[src/sv/sorted_key_priority_table_defines.svh]
`ifndef SORTED_KEY_PRIORITY_TABLE_DEFINES_SVH
`define SORTED_KEY_PRIORITY_TABLE_DEFINES_SVH

// same-cycle implication, disabled during reset
`define SKPT_ASSERT_IMPL(lbl, ante, cons) \
    lbl: assert property (@(posedge clk) disable iff (!rst_n) (ante) |-> (cons)) \
        else $error("same-cycle check failed");

// next-cycle implication, disabled during reset
`define SKPT_ASSERT_NEXT(lbl, ante, cons) \
    lbl: assert property (@(posedge clk) disable iff (!rst_n) (ante) |=> (cons)) \
        else $error("next-cycle check failed");

`endif

[src/sv/skpt_pkg.sv]
`timescale 1ns / 1ps
`default_nettype none
package skpt_pkg;

    localparam int unsigned ENTRIES_DEF  = 16;
    localparam int unsigned KEY_BITS_DEF = 32;
    localparam int unsigned TAG_BITS_DEF = 64;

    localparam int unsigned CMD_W      = 3;
    localparam int unsigned STATUS_W   = 2;
    localparam int unsigned COUNT_W    = 5;
    localparam int unsigned TAG_PORT_W = 64;
    localparam int unsigned KEY_PORT_W = 32;

    typedef enum logic [CMD_W-1:0] {
        CMD_ADD,
        CMD_POP,
        CMD_PEEK,
        CMD_DELETE,
        CMD_UPSERT,
        CMD_REKEY,
        CMD_KEY_OF_TAG,
        CMD_TAG_OF_KEY
    } cmd_t;

    typedef enum logic [STATUS_W-1:0] {
        STAT_OK,
        STAT_MISS,
        STAT_FULL
    } status_t;

    // what a scan compare looks for
    typedef enum logic [1:0] {
        MATCH_ANY,
        MATCH_TAG,
        MATCH_KEY,
        MATCH_POS
    } match_t;

    typedef enum logic [2:0] {
        PTR_HOLD,
        PTR_ZERO,
        PTR_INC,
        PTR_DEC,
        PTR_FILL
    } ptr_op_t;

    typedef enum logic [1:0] {
        RD_PTR,
        RD_NEXT,
        RD_PREV
    } rd_sel_t;

    typedef enum logic [1:0] {
        WR_NONE,
        WR_SHIFT,
        WR_INPUT,
        WR_FOUND
    } wr_src_t;

    typedef enum logic [1:0] {
        FILL_HOLD,
        FILL_INC,
        FILL_DEC
    } fill_op_t;

    typedef enum logic [1:0] {
        RES_ZERO,
        RES_FOUND,
        RES_INPUT,
        RES_REKEY
    } res_sel_t;

    typedef struct packed {
        logic     load;
        match_t   match_sel;
        ptr_op_t  ptr_op;
        rd_sel_t  rd_sel;
        logic     pos_save;
        logic     hit_save;
        wr_src_t  wr_src;
        fill_op_t fill_op;
        logic     out_load;
        status_t  out_status;
        res_sel_t res_sel;
    } dp_ctrl_t;

    typedef struct packed {
        logic scan_end;
        logic match;
        logic rem_end;
        logic ins_end;
        logic full;
        logic empty;
    } dp_stat_t;

endpackage
`default_nettype wire

[src/sv/skpt_ram.sv]
`timescale 1ns / 1ps
`default_nettype none
module skpt_ram
    import skpt_pkg::*;
#(
    parameter int unsigned WIDTH = KEY_BITS_DEF,
    parameter int unsigned DEPTH = ENTRIES_DEF,
    localparam int unsigned AW   = $clog2(DEPTH)
)
(
    input  wire logic             clk,
    input  wire logic             we,
    input  wire logic [AW-1:0]    waddr,
    input  wire logic [WIDTH-1:0] wdata,
    input  wire logic [AW-1:0]    raddr,
    output logic      [WIDTH-1:0] rdata
);

    logic [WIDTH-1:0] mem [DEPTH];

    always_ff @(posedge clk)
    begin
        if (we)
        begin
            mem[waddr] <= wdata;
        end
        rdata <= mem[raddr];
    end

endmodule
`default_nettype wire

[src/sv/skpt_datapath.sv]
`timescale 1ns / 1ps
`default_nettype none
module skpt_datapath
    import skpt_pkg::*;
#(
    parameter int unsigned ENTRIES  = ENTRIES_DEF,
    parameter int unsigned KEY_BITS = KEY_BITS_DEF,
    parameter int unsigned TAG_BITS = TAG_BITS_DEF
)
(
    input  wire logic                  clk,
    input  wire logic                  rst_n,
    input  wire logic [TAG_PORT_W-1:0] item_tag,
    input  wire logic [KEY_PORT_W-1:0] sort_key,
    input  wire dp_ctrl_t              ctrl,
    output dp_stat_t                   stat,
    output logic      [STATUS_W-1:0]   status,
    output logic      [TAG_PORT_W-1:0] result_tag,
    output logic      [KEY_PORT_W-1:0] result_key,
    output logic      [COUNT_W-1:0]    entry_count
);

    localparam int unsigned AW = $clog2(ENTRIES);
    localparam int unsigned PW = $clog2(ENTRIES + 1);

    logic [PW-1:0]       ptr_reg, ptr_next;
    logic [PW-1:0]       pos_reg, pos_next;
    logic [PW-1:0]       fill_reg, fill_next;
    logic [TAG_BITS-1:0] tag_reg;
    logic [KEY_BITS-1:0] key_reg;
    logic [TAG_BITS-1:0] found_tag_reg;
    logic [KEY_BITS-1:0] found_key_reg;
    logic [STATUS_W-1:0] status_reg;
    logic [TAG_PORT_W-1:0] rtag_reg;
    logic [KEY_PORT_W-1:0] rkey_reg;
    logic [COUNT_W-1:0]  count_reg;

    logic [PW-1:0]       rd_ptr;
    logic [TAG_BITS-1:0] rd_tag, wr_tag;
    logic [KEY_BITS-1:0] rd_key, wr_key;
    logic                wr_en;

    always_comb
    begin
        case (ctrl.rd_sel)
            RD_NEXT: rd_ptr = ptr_reg + PW'(1);
            RD_PREV: rd_ptr = ptr_reg - PW'(1);
            default: rd_ptr = ptr_reg;
        endcase
    end

    always_comb
    begin
        wr_en  = (ctrl.wr_src != WR_NONE);
        wr_tag = tag_reg;
        wr_key = key_reg;
        case (ctrl.wr_src)
            WR_SHIFT:
            begin
                wr_tag = rd_tag;
                wr_key = rd_key;
            end
            WR_FOUND: wr_tag = found_tag_reg;
            default:  wr_tag = tag_reg;
        endcase
    end

    skpt_ram #(.WIDTH(TAG_BITS), .DEPTH(ENTRIES)) u_tag_ram (
        .clk   (clk),
        .we    (wr_en),
        .waddr (ptr_reg[AW-1:0]),
        .wdata (wr_tag),
        .raddr (rd_ptr[AW-1:0]),
        .rdata (rd_tag)
    );

    skpt_ram #(.WIDTH(KEY_BITS), .DEPTH(ENTRIES)) u_key_ram (
        .clk   (clk),
        .we    (wr_en),
        .waddr (ptr_reg[AW-1:0]),
        .wdata (wr_key),
        .raddr (rd_ptr[AW-1:0]),
        .rdata (rd_key)
    );

    always_comb
    begin
        case (ctrl.match_sel)
            MATCH_TAG: stat.match = (rd_tag == tag_reg);
            MATCH_KEY: stat.match = (rd_key == key_reg);
            // insert point: first entry whose key is above the new one
            MATCH_POS: stat.match = (rd_key > key_reg);
            default:   stat.match = 1'b1;
        endcase
        stat.scan_end = (ptr_reg >= fill_reg);
        stat.rem_end  = ((PW+1)'(ptr_reg) + (PW+1)'(1)) >= (PW+1)'(fill_reg);
        stat.ins_end  = (ptr_reg == pos_reg);
        stat.full     = (fill_reg == PW'(ENTRIES));
        stat.empty    = (fill_reg == '0);
    end

    always_comb
    begin
        case (ctrl.ptr_op)
            PTR_ZERO: ptr_next = '0;
            PTR_INC:  ptr_next = ptr_reg + PW'(1);
            PTR_DEC:  ptr_next = ptr_reg - PW'(1);
            PTR_FILL: ptr_next = fill_reg;
            default:  ptr_next = ptr_reg;
        endcase
        if (ctrl.load)
        begin
            ptr_next = '0;
        end
        pos_next = ctrl.pos_save ? ptr_reg : pos_reg;
        case (ctrl.fill_op)
            FILL_INC: fill_next = fill_reg + PW'(1);
            FILL_DEC: fill_next = fill_reg - PW'(1);
            default:  fill_next = fill_reg;
        endcase
    end

    always_ff @(posedge clk or negedge rst_n)
    begin
        if (!rst_n)
        begin
            ptr_reg  <= '0;
            pos_reg  <= '0;
            fill_reg <= '0;
        end
        else
        begin
            ptr_reg  <= ptr_next;
            pos_reg  <= pos_next;
            fill_reg <= fill_next;
        end
    end

    always_ff @(posedge clk)
    begin
        if (ctrl.load)
        begin
            tag_reg <= TAG_BITS'(item_tag);
            key_reg <= KEY_BITS'(sort_key);
        end
        if (ctrl.hit_save)
        begin
            found_tag_reg <= rd_tag;
            found_key_reg <= rd_key;
        end
        if (ctrl.out_load)
        begin
            status_reg <= ctrl.out_status;
            count_reg  <= COUNT_W'(fill_reg);
            case (ctrl.res_sel)
                RES_FOUND:
                begin
                    rtag_reg <= TAG_PORT_W'(found_tag_reg);
                    rkey_reg <= KEY_PORT_W'(found_key_reg);
                end
                RES_INPUT:
                begin
                    rtag_reg <= TAG_PORT_W'(tag_reg);
                    rkey_reg <= KEY_PORT_W'(key_reg);
                end
                RES_REKEY:
                begin
                    rtag_reg <= TAG_PORT_W'(found_tag_reg);
                    rkey_reg <= KEY_PORT_W'(key_reg);
                end
                default:
                begin
                    rtag_reg <= '0;
                    rkey_reg <= '0;
                end
            endcase
        end
    end

    assign status      = status_reg;
    assign result_tag  = rtag_reg;
    assign result_key  = rkey_reg;
    assign entry_count = count_reg;

endmodule
`default_nettype wire

[src/sv/skpt_ctrl.sv]
`timescale 1ns / 1ps
`default_nettype none
`include "sorted_key_priority_table_defines.svh"
module skpt_ctrl
    import skpt_pkg::*;
(
    input  wire logic             clk,
    input  wire logic             rst_n,
    input  wire logic             in_valid,
    output logic                  in_stall,
    input  wire logic [CMD_W-1:0] command,
    output logic                  out_valid,
    input  wire logic             out_stall,
    input  wire dp_stat_t         stat,
    output dp_ctrl_t              ctrl
);

    typedef enum logic [3:0] {
        S_IDLE,
        S_SCAN_RD,
        S_SCAN_CMP,
        S_DECIDE,
        S_REM_RD,
        S_REM_WR,
        S_INS_RD,
        S_INS_WR,
        S_DONE
    } state_t;

    state_t  state_reg, state_next;
    cmd_t    cmd_reg, cmd_next;
    match_t  mode_reg, mode_next;
    logic    found_reg, found_next;
    logic    need_ins_reg, need_ins_next;
    status_t status_reg, status_next;
    logic    out_valid_reg, out_valid_next;

    always_comb
    begin
        state_next     = state_reg;
        cmd_next       = cmd_reg;
        mode_next      = mode_reg;
        found_next     = found_reg;
        need_ins_next  = need_ins_reg;
        status_next    = status_reg;
        out_valid_next = out_valid_reg && out_stall;
        ctrl           = '0;
        ctrl.match_sel = mode_reg;

        unique case (state_reg)
            S_IDLE:
            begin
                if (in_valid)
                begin
                    ctrl.load     = 1'b1;
                    cmd_next      = cmd_t'(command);
                    found_next    = 1'b0;
                    need_ins_next = 1'b0;
                    status_next   = STAT_OK;
                    state_next    = S_SCAN_RD;
                    unique case (cmd_t'(command)) inside
                        CMD_ADD:
                        begin
                            mode_next = MATCH_POS;
                            if (stat.full)
                            begin
                                status_next = STAT_FULL;
                                state_next  = S_DONE;
                            end
                        end
                        CMD_POP, CMD_PEEK, CMD_REKEY:            mode_next = MATCH_ANY;
                        CMD_DELETE, CMD_UPSERT, CMD_KEY_OF_TAG:  mode_next = MATCH_TAG;
                        CMD_TAG_OF_KEY:                          mode_next = MATCH_KEY;
                    endcase
                end
            end

            S_SCAN_RD:
            begin
                if (stat.scan_end)
                begin
                    if (mode_reg == MATCH_POS)
                    begin
                        // append at the end: pointer already equals fill
                        ctrl.pos_save = 1'b1;
                        state_next    = S_INS_RD;
                    end
                    else
                    begin
                        found_next = 1'b0;
                        state_next = S_DECIDE;
                    end
                end
                else
                begin
                    ctrl.rd_sel = RD_PTR;
                    state_next  = S_SCAN_CMP;
                end
            end

            S_SCAN_CMP:
            begin
                if (stat.match)
                begin
                    if (mode_reg == MATCH_POS)
                    begin
                        ctrl.pos_save = 1'b1;
                        ctrl.ptr_op   = PTR_FILL;
                        state_next    = S_INS_RD;
                    end
                    else
                    begin
                        ctrl.hit_save = 1'b1;
                        found_next    = 1'b1;
                        state_next    = S_DECIDE;
                    end
                end
                else
                begin
                    ctrl.ptr_op = PTR_INC;
                    state_next  = S_SCAN_RD;
                end
            end

            S_DECIDE:
            begin
                state_next  = S_DONE;
                status_next = found_reg ? STAT_OK : STAT_MISS;
                unique case (cmd_reg) inside
                    CMD_POP, CMD_DELETE:
                    begin
                        if (found_reg)
                        begin
                            state_next = S_REM_RD;
                        end
                    end
                    CMD_UPSERT, CMD_REKEY:
                    begin
                        if (found_reg)
                        begin
                            need_ins_next = 1'b1;
                            state_next    = S_REM_RD;
                        end
                        else if (cmd_reg == CMD_UPSERT)
                        begin
                            if (stat.full)
                            begin
                                status_next = STAT_FULL;
                            end
                            else
                            begin
                                status_next = STAT_OK;
                                ctrl.ptr_op = PTR_ZERO;
                                mode_next   = MATCH_POS;
                                state_next  = S_SCAN_RD;
                            end
                        end
                    end
                    CMD_ADD, CMD_PEEK, CMD_KEY_OF_TAG, CMD_TAG_OF_KEY:
                    begin
                        state_next = S_DONE;
                    end
                endcase
            end

            S_REM_RD:
            begin
                if (stat.rem_end)
                begin
                    ctrl.fill_op = FILL_DEC;
                    if (need_ins_reg)
                    begin
                        ctrl.ptr_op = PTR_ZERO;
                        mode_next   = MATCH_POS;
                        state_next  = S_SCAN_RD;
                    end
                    else
                    begin
                        state_next = S_DONE;
                    end
                end
                else
                begin
                    ctrl.rd_sel = RD_NEXT;
                    state_next  = S_REM_WR;
                end
            end

            S_REM_WR:
            begin
                ctrl.wr_src = WR_SHIFT;
                ctrl.ptr_op = PTR_INC;
                state_next  = S_REM_RD;
            end

            S_INS_RD:
            begin
                if (stat.ins_end)
                begin
                    ctrl.wr_src  = (cmd_reg == CMD_REKEY) ? WR_FOUND : WR_INPUT;
                    ctrl.fill_op = FILL_INC;
                    state_next   = S_DONE;
                end
                else
                begin
                    ctrl.rd_sel = RD_PREV;
                    state_next  = S_INS_WR;
                end
            end

            S_INS_WR:
            begin
                ctrl.wr_src = WR_SHIFT;
                ctrl.ptr_op = PTR_DEC;
                state_next  = S_INS_RD;
            end

            S_DONE:
            begin
                if (!out_valid_reg || !out_stall)
                begin
                    ctrl.out_load   = 1'b1;
                    ctrl.out_status = status_reg;
                    out_valid_next  = 1'b1;
                    state_next      = S_IDLE;
                    if (status_reg != STAT_OK || cmd_reg == CMD_ADD)
                    begin
                        ctrl.res_sel = RES_ZERO;
                    end
                    else if (cmd_reg == CMD_UPSERT)
                    begin
                        ctrl.res_sel = RES_INPUT;
                    end
                    else if (cmd_reg == CMD_REKEY)
                    begin
                        ctrl.res_sel = RES_REKEY;
                    end
                    else
                    begin
                        ctrl.res_sel = RES_FOUND;
                    end
                end
            end

            default: state_next = S_IDLE;
        endcase
    end

    always_ff @(posedge clk or negedge rst_n)
    begin
        if (!rst_n)
        begin
            state_reg     <= S_IDLE;
            cmd_reg       <= CMD_ADD;
            mode_reg      <= MATCH_ANY;
            found_reg     <= 1'b0;
            need_ins_reg  <= 1'b0;
            status_reg    <= STAT_OK;
            out_valid_reg <= 1'b0;
        end
        else
        begin
            state_reg     <= state_next;
            cmd_reg       <= cmd_next;
            mode_reg      <= mode_next;
            found_reg     <= found_next;
            need_ins_reg  <= need_ins_next;
            status_reg    <= status_next;
            out_valid_reg <= out_valid_next;
        end
    end

    assign in_stall  = (state_reg != S_IDLE);
    assign out_valid = out_valid_reg;

    `SKPT_ASSERT_NEXT(a_transfer_leaves_idle, state_reg == S_IDLE && in_valid, state_reg != S_IDLE)
    `SKPT_ASSERT_IMPL(a_no_grow_when_full, ctrl.fill_op == FILL_INC, !stat.full)
    `SKPT_ASSERT_IMPL(a_no_shrink_when_empty, ctrl.fill_op == FILL_DEC, !stat.empty)

endmodule
`default_nettype wire

[src/sv/sorted_key_priority_table.sv]
// Flow: an add to a full table goes straight to the result; an upsert or rekey that
//   hits scans, removes, rescans and shifts the table; a stalled result waits in S_DONE.
// Throughput: one command at a time; each scan or shift step reads, then compares or
//   writes back, on the single read port of the entry memories.
// Reset: fill count cleared at once; entry_count output and entry memories are not
//   cleared, no clearing pass.
`timescale 1ns / 1ps
`default_nettype none
module sorted_key_priority_table
    import skpt_pkg::*;
#(
    parameter int unsigned ENTRIES  = ENTRIES_DEF,
    parameter int unsigned KEY_BITS = KEY_BITS_DEF,
    parameter int unsigned TAG_BITS = TAG_BITS_DEF
)
(
    input  wire logic                  clk,
    input  wire logic                  rst_n,
    input  wire logic                  in_valid,
    output logic                       in_stall,
    input  wire logic [CMD_W-1:0]      command,
    input  wire logic [TAG_PORT_W-1:0] item_tag,
    input  wire logic [KEY_PORT_W-1:0] sort_key,
    output logic                       out_valid,
    input  wire logic                  out_stall,
    output logic      [STATUS_W-1:0]   status,
    output logic      [TAG_PORT_W-1:0] result_tag,
    output logic      [KEY_PORT_W-1:0] result_key,
    output logic      [COUNT_W-1:0]    entry_count
);

    dp_ctrl_t ctrl;
    dp_stat_t stat;

    skpt_ctrl u_ctrl (
        .clk       (clk),
        .rst_n     (rst_n),
        .in_valid  (in_valid),
        .in_stall  (in_stall),
        .command   (command),
        .out_valid (out_valid),
        .out_stall (out_stall),
        .stat      (stat),
        .ctrl      (ctrl)
    );

    skpt_datapath #(
        .ENTRIES  (ENTRIES),
        .KEY_BITS (KEY_BITS),
        .TAG_BITS (TAG_BITS)
    ) u_datapath (
        .clk         (clk),
        .rst_n       (rst_n),
        .item_tag    (item_tag),
        .sort_key    (sort_key),
        .ctrl        (ctrl),
        .stat        (stat),
        .status      (status),
        .result_tag  (result_tag),
        .result_key  (result_key),
        .entry_count (entry_count)
    );

endmodule
`default_nettype wire
[config.mk]
export PLATFORM = sky130hd
export DESIGN_NAME = sorted_key_priority_table
export DESIGN_NICKNAME = d
export VERILOG_FILES = /design/src/sv/skpt_pkg.sv /design/src/sv/skpt_ram.sv /design/src/sv/skpt_datapath.sv /design/src/sv/skpt_ctrl.sv /design/src/sv/sorted_key_priority_table.sv
export VERILOG_INCLUDE_DIRS = /design/src /design/src/sv
export SDC_FILE = /design/constraint.sdc
export NUM_CORES = 2
export LEC_CHECK = 0
export CORE_UTILIZATION = 42
export CTS_CLUSTER_DIAMETER = 30
export DETAILED_ROUTE_END_ITERATION = 8
export DONT_BUFFER_PORTS = 1
export HOLD_SLACK_MARGIN = 0.05
export SLEW_MARGIN = 5
export SYNTH_ARGS = -nofsm -noshare
export SYNTH_HDL_FRONTEND = slang
export SYNTH_SLANG_ARGS = --single-unit
[constraint.sdc]
create_clock -name clk -period 9.74 [get_ports clk]
set_input_delay 2.922 -clock clk [delete_from_list [all_inputs] [get_ports clk]]
set_output_delay 2.922 -clock clk [all_outputs]
set_load 0.005 [all_outputs]
After elaboration in Yosys (flattened, before gate mapping). Memory sizes are Yosys's and may differ from the RTL's. A register that Yosys moved wholly into a read port is not among the register bits. Index checks and enable logic that the tools add are counted.

Add/sub/neg operators: 5. Magnitude comparators: 3. Equality and inequality tests: 55. Muxes and demuxes: 84. Reduce and logical (&&, ||, !) cells: 31.

Operators with widths (number): 64-bit one-hot mux with 2 select lines (2); 64-bit == test (1); 32-bit one-hot mux with 2 select lines (1); 4-bit 2-to-1 mux (12); 2-bit 2-to-1 mux (19); 4-bit one-hot mux with 9 select lines (1); 32-bit == test (1); 32-bit > comparator (1); 32-bit 2-to-1 mux (1); 3-bit == test, second input constant (9); 1-bit 2-to-1 mux (23); 3-bit 2-to-1 mux (7); 5-bit one-hot mux with 4 select lines (1); 3-bit by 2-bit == test with 1-bit output, second input constant (6); 2-bit != test, second input constant (9); 4-bit by 3-bit == test with 1-bit output, second input constant (4); 2-bit one-hot mux with 2 select lines (4); 5-bit 2-to-1 mux (3); 3-bit one-hot mux with 5 select lines (1); 2-bit == test, second input constant (7); 4-bit one-hot mux with 3 select lines (1); 5-bit by 1-bit adder with 5-bit output, second input constant (2); 2-bit by 1-bit == test with 1-bit output, second input constant (5); 5-bit one-hot mux with 2 select lines (1); 32 further kinds (56).

Register bits after elaboration: 324. Bits in writable memories: 1536. Input bits: 103. Output and inout bits: 105. Memories: 2.

Memory list: u_datapath.u_tag_ram.mem (words 16, width 64, rd ports 1, clocked after memory_dff 1, write ports 1, line skpt_ram.sv:19) `logic [WIDTH-1:0] mem [DEPTH];`; u_datapath.u_key_ram.mem (words 16, width 32, rd ports 1, clocked after memory_dff 1, write ports 1, line skpt_ram.sv:19).

Logic depth before layout (Yosys ltp).
Word-level depth: 9. Depth in mapped cells: 20. Gate-level depth less buffers: 18.

Hierarchy. A second synthesis with hierarchy kept.

Cell total of the unflattened synthesis: 3711. Area, all modules: 74941.9 um2.

By module, submodules not included: skpt_ram at u_datapath.u_tag_ram (times used 1, cells each 1647, area an instance 39581.7 um2, sequential area each 32030.7 um2); skpt_ram at u_datapath.u_key_ram (times used 1, cells each 838, area an instance 19854.0 um2, sequential area each 16015.4 um2); skpt_datapath (times used 1, cells each 1100, area an instance 14423.8 um2, sequential area each 9233.9 um2); skpt_ctrl (times used 1, cells each 126, area an instance 1082.3 um2, sequential area each 350.3 um2).

Worst setup path before layout. Ideal clock, no wire load.

Path type: flip-flop to flip-flop. Start: register u_datapath.key_reg[30]. End: register u_datapath.found_key_reg[0], enable pin. Setup time: 671 ps. Arrival time: 8260 ps. Required time: 9069 ps. Setup slack: 809 ps. Stages on the path, launching flop included: 10. Period minus slack after synthesis: 8931 ps. Path through: edfxtp_1 inv_1 ha_1 nand4_4 nor4_4 nand2_1 a21oi_1 a21oi_1 and2_1 nor3_1.

RTL lines: start: declaration (line skpt_datapath.sv:30) `logic [KEY_BITS-1:0] key_reg;`; start signal: assignment (line skpt_datapath.sv:144) `key_reg <= KEY_BITS'(sort_key);`; end signal: assignment (line skpt_datapath.sv:149) `found_key_reg <= rd_key;`; end: declaration (line skpt_datapath.sv:32) `logic [KEY_BITS-1:0] found_key_reg;`.

Worst setup path in the final report.
Start: register u_datapath.ptr_reg[0]. End: register u_datapath.u_key_ram.rdata[4], read port of u_datapath.u_key_ram.mem.

Cells in the longest elaborated chain, start to end: 6. Elaborated cells on any way between the ends: 11.

RTL lines: start: declaration (line skpt_datapath.sv:26) `logic [PW-1:0] ptr_reg, ptr_next;`; start signal: assignment (line skpt_datapath.sv:133) `ptr_reg <= ptr_next;`; 5-bit by 1-bit adder with 6-bit output (line skpt_datapath.sv:96) `stat.rem_end = ((PW+1)'(ptr_reg) + (PW+1)'(1)) >= (PW+1)'(fill_reg);`; 6-bit by 5-bit >= comparator with 1-bit output (line skpt_datapath.sv:96); 1-bit 2-to-1 mux (line skpt_ctrl.sv:168) `if (stat.rem_end)`; 2-bit one-hot mux with 2 select lines (line skpt_ctrl.sv:50) `unique case (state_reg)`; 2-bit == test / 2-bit by 1-bit == test with 1-bit output (equally long branches) (line skpt_datapath.sv:45) `case (ctrl.rd_sel)`; 4-bit one-hot mux with 2 select lines * (line skpt_datapath.sv:45); end: declaration (line skpt_ram.sv:16) `output logic [WIDTH-1:0] rdata`.

Every way passes the cells marked *; elsewhere a longest branch is shown, timed or not. A chain may end at the register's enable or synchronous reset.

==> out/metrics.csv <==
stage,metric,value,unit
clock_network,clock sink count,1956,
pwr,Tot Pwr,28800,µW
worst_setup_path,Startpoint Class,register,
layout,sequential cell area,57600,µm²
global_route,initial antenna violation count,2,
worst_setup_path,Crit Path Max Fanout,42,
hold_path,Hold Path Depth,0,
sta,clk_skew,0.0734,ns
sta,setup_tns,0,ns
synthesis,Synth top cells by count,"edfxtp_1 (1831), nand2_1 (410), mux4_2 (384)",
worst_setup_path,Worst Path Required,10.47,ns
sta,Slew headroom,0.251,
route,routed wl met3,11.9,mm
synthesis,Post-synth top flop,edfxtp_1,
global_route,global-route wire length before repair,276,mm
synthesis,synth top area cells,"edfxtp_1 (73%), mux4_2 (11%), dfxtp_1 (2.6%)",
clock_network,post_cts resized,0,
die,Die X,425,µm
synthesis,synthesized flop and latch total,1956,
route,wire length on met2,98.9,mm
synthesis,top-count cell post-synth,edfxtp_1,
route,uppermost layer routed,met5,
sta,Final Hold Viols,0,
hold_path,Worst Hold Class,register to register,
worst_setup_path,R2R Setup Slk,3.89,ns
route,vias post-DR,38700,
route,Pre-antenna DRT Iters,5,
route,Total Wirelength,192,mm
run_status,status,finished clean,
clock_network,Post-CTS Setup Inserts,0,
clock_network,CTS Buffer Depth,4,
layout,max FFs per register,1024,
die,core area,178000,µm²
synthesis,Synth Cell Area,75300,µm²
route,wire length per cell,28.5,µm
layout,Top reg by flops,u_datapath.u_tag_ram.mem,
layout,ant diodes,0,
placed_design,IO Port Bufs,0,
route,Post-DRT Antenna Nets,0,
synthesis,Mapped Cells,3874,
synthesis,Synth cell types,65,
synthesis,Yosys top cell by area,edfxtp_1,
clock_network,clock slew seen by the registers of the worst setup and hold paths,0.05,ns
sta,Final min period,5.85,ns
global_route,GRT overflow,0,
synthesis,"EDFF count, synth",1831,
clock_network,total CTS buffers,349,
synthesis,yosys warns,0,
layout,top flop regs,"u_datapath.u_tag_ram.mem (1024), u_datapath.u_key_ram.mem (512)",
placed_design,hpwl dp,98.6,mm
global_route,vias in the first global route,39200,
hold_path,WHS Endpoint,u_datapath.found_key_reg[5],
layout,layout cell share with drive strength beyond 1,0.251,
pwr,PD cells,319,nW/µm²
synthesis,Post-Syn Nets,4031,
hold_path,Hold Path Origin,u_datapath.u_key_ram.rdata[5],
worst_setup_path,R2R cell count,18,
die,Starting Density,0.423,
worst_setup_path,Setup crit end kind,register,
layout,FILL cells,13900,
die,# rows,155,
clock_network,cts hold-fix bufs,0,
clock_network,root buf cell,clkbuf_16,
route,DRC viols,0,
sta,crit share post-route,0.601,
die,I/O Pins,208,
worst_setup_path,critical path arrival,6.58,ns
route,via density per instance,5.74,
clock_network,CTS tree,yes,
worst_setup_path,kind of critical path,register to register,
pwr,P_leak,0.0299,µW
layout,multi-input logic area,16800,µm²
job,MaxCap Viol Count,0,
pwr,Max VDD drop,0.276,mV
layout,Final nets,4266,
worst_setup_path,worst r2r src,u_datapath.ptr_reg[0],
sta,"Slew Viols, Final",0,
worst_setup_path,RR Endpoint,u_datapath.u_key_ram.rdata[4],
route,met1 WL,75.8,mm
synthesis,area fraction of the dominant cell type after synthesis,0.730,
synthesis,average size of a mapped cell,19.4,µm²
die,Die Ht,425,µm
global_route,GRT Total Usage,0.211,
layout,area grow syn2layout,20.1,%
clock_network,Clock Latency Late Sink,0.94,ns
synthesis,Async SR Flop Fraction,0.0148,
placed_design,global placement routability congestion,0.810,
sta,Fmax achieved,171,MHz
global_route,largest net degree at the start of global routing,133,
route,Starting DRT DRC Count,3834,
sta,setup violators final,0,
clock_network,htree depth,5,
synthesis,post-synthesis sequential area ratio,0.765,
die,die area,181000,µm²
sta,RSZ-0062 raised after global routing,no,
sta,Worst Max-Slew Pin Slew,1.12,ns
[routing by layer]
metal  vias to the layer above  GRT usage
li1                      16300          -
met1                     20500      0.270
met2                      1511      0.363
met3                       325     0.0349
met4                         4     0.0728
met5                         -          0
[critical path, cell delays in order, from the launching register on]
cell      delay, ns
dfrtp_1        0.77
ha_1           0.36
nand2b_1       0.20
nand2_1        0.08
ha_1           0.29
a21oi_1        0.14
o21ai_0        0.13
a21o_1         0.20
a21oi_1        0.23
nand2_1        0.18
inv_1          0.10
ha_1           0.38
nor3_1         0.14
a21oi_4        0.59
buf_4          0.79
mux4_2         0.59
and2_1         0.17
a211oi_1       0.22
a31oi_1        0.07
[through the flow]
step                      hold slack (ns)  area, µm²  setup WS [ns]  utilization  cells
after global placement              0.457      78500           3.87        0.440   6113
after CTS                           0.460      90400           3.81        0.507   6734
after floorplan                     0.408      75300          0.809            -   3874
final                               0.465      90400           3.89        0.507   6734
after global routing                0.483      90400           3.32        0.507   6734
after detailed placement            0.458      78500           3.82        0.440   6113
[area by class of cell]
type,count,share of cell area
inverter,50,0.00213
tap,2355,0.0326
clock inverter,228,0.0314
multi-input combinational,1659,0.186
timing repair buffer,93,0.00979
clock buffer,393,0.101
sequential,1956,0.637
[cell families after synthesis]
logic type / Yosys count / synth area share
AND/OR/NAND/NOR: 654 / 0.0403
multiplexers: 391 / 0.116
XOR/XNOR: 78 / 0.00907
buffers and inverters: 259 / 0.0144
AO/OA/AOI/OAI: 482 / 0.0461
flip-flops: 1956 / 0.765
adder cells (fa/ha/maj): 54 / 0.00907
[report_power, final]
part,leakage (µW),switching (µW),internal (µW),total [µW]
combinational,0.00647,3180,2100,5280
sequential,0.0177,666,10600,11300
clock,0.00572,4130,8150,12300
total,0.0299,7980,20800,28800
[layout by cell type, fill, tap and decap left out, drive strengths merged, types with 4 or more instances in the layout]
cell type  synthesis  routed
o21ai             55      55
clkbuf           119     393
inv               50      85
nand2            410     410
buf               90      93
mux2               5       5
clkinv             0      91
bufinv             0      52
and2             107     107
or3                4       4
nor2              41      41
nor3              12      12
a21o               8       8
clkinvlp           0      50
ha                53      53
a21oi             29      29
xnor2             12      12
nor2b              9       9
nand3             16      16
a22oi             67      67
xor2              66      66
o31ai              4       4
a31oi            101     101
dfxtp             96      96
and3               4       4
dfrtp             29      29
nand4             14      14
edfxtp          1831    1831
nand2b             7       7
a211oi            97      97
a22o              97      97
mux4             384     384
nor4              22      22
a221oi             5       5
[worst max-delay path by stage]
| stage | from | to | slack (ns) | cells after the start |
|---|---|---|---|---|
| after floorplan | u_datapath.key_reg[30] | u_datapath.found_key_reg[0] | 0.81 | 9 |
| after global placement | u_datapath.ptr_reg[0] | u_datapath.u_key_ram.rdata[9] | 3.87 | 18 |
| after detailed placement | u_datapath.ptr_reg[0] | u_datapath.u_tag_ram.rdata[8] | 3.82 | 18 |
| after CTS | u_datapath.ptr_reg[0] | u_datapath.u_key_ram.rdata[9] | 3.81 | 18 |
| after global routing | u_datapath.ptr_reg[0] | u_datapath.u_key_ram.rdata[9] | 3.32 | 18 |
| final | u_datapath.ptr_reg[0] | u_datapath.u_key_ram.rdata[4] | 3.89 | 18 |
(Power assumes the default switching activity.)
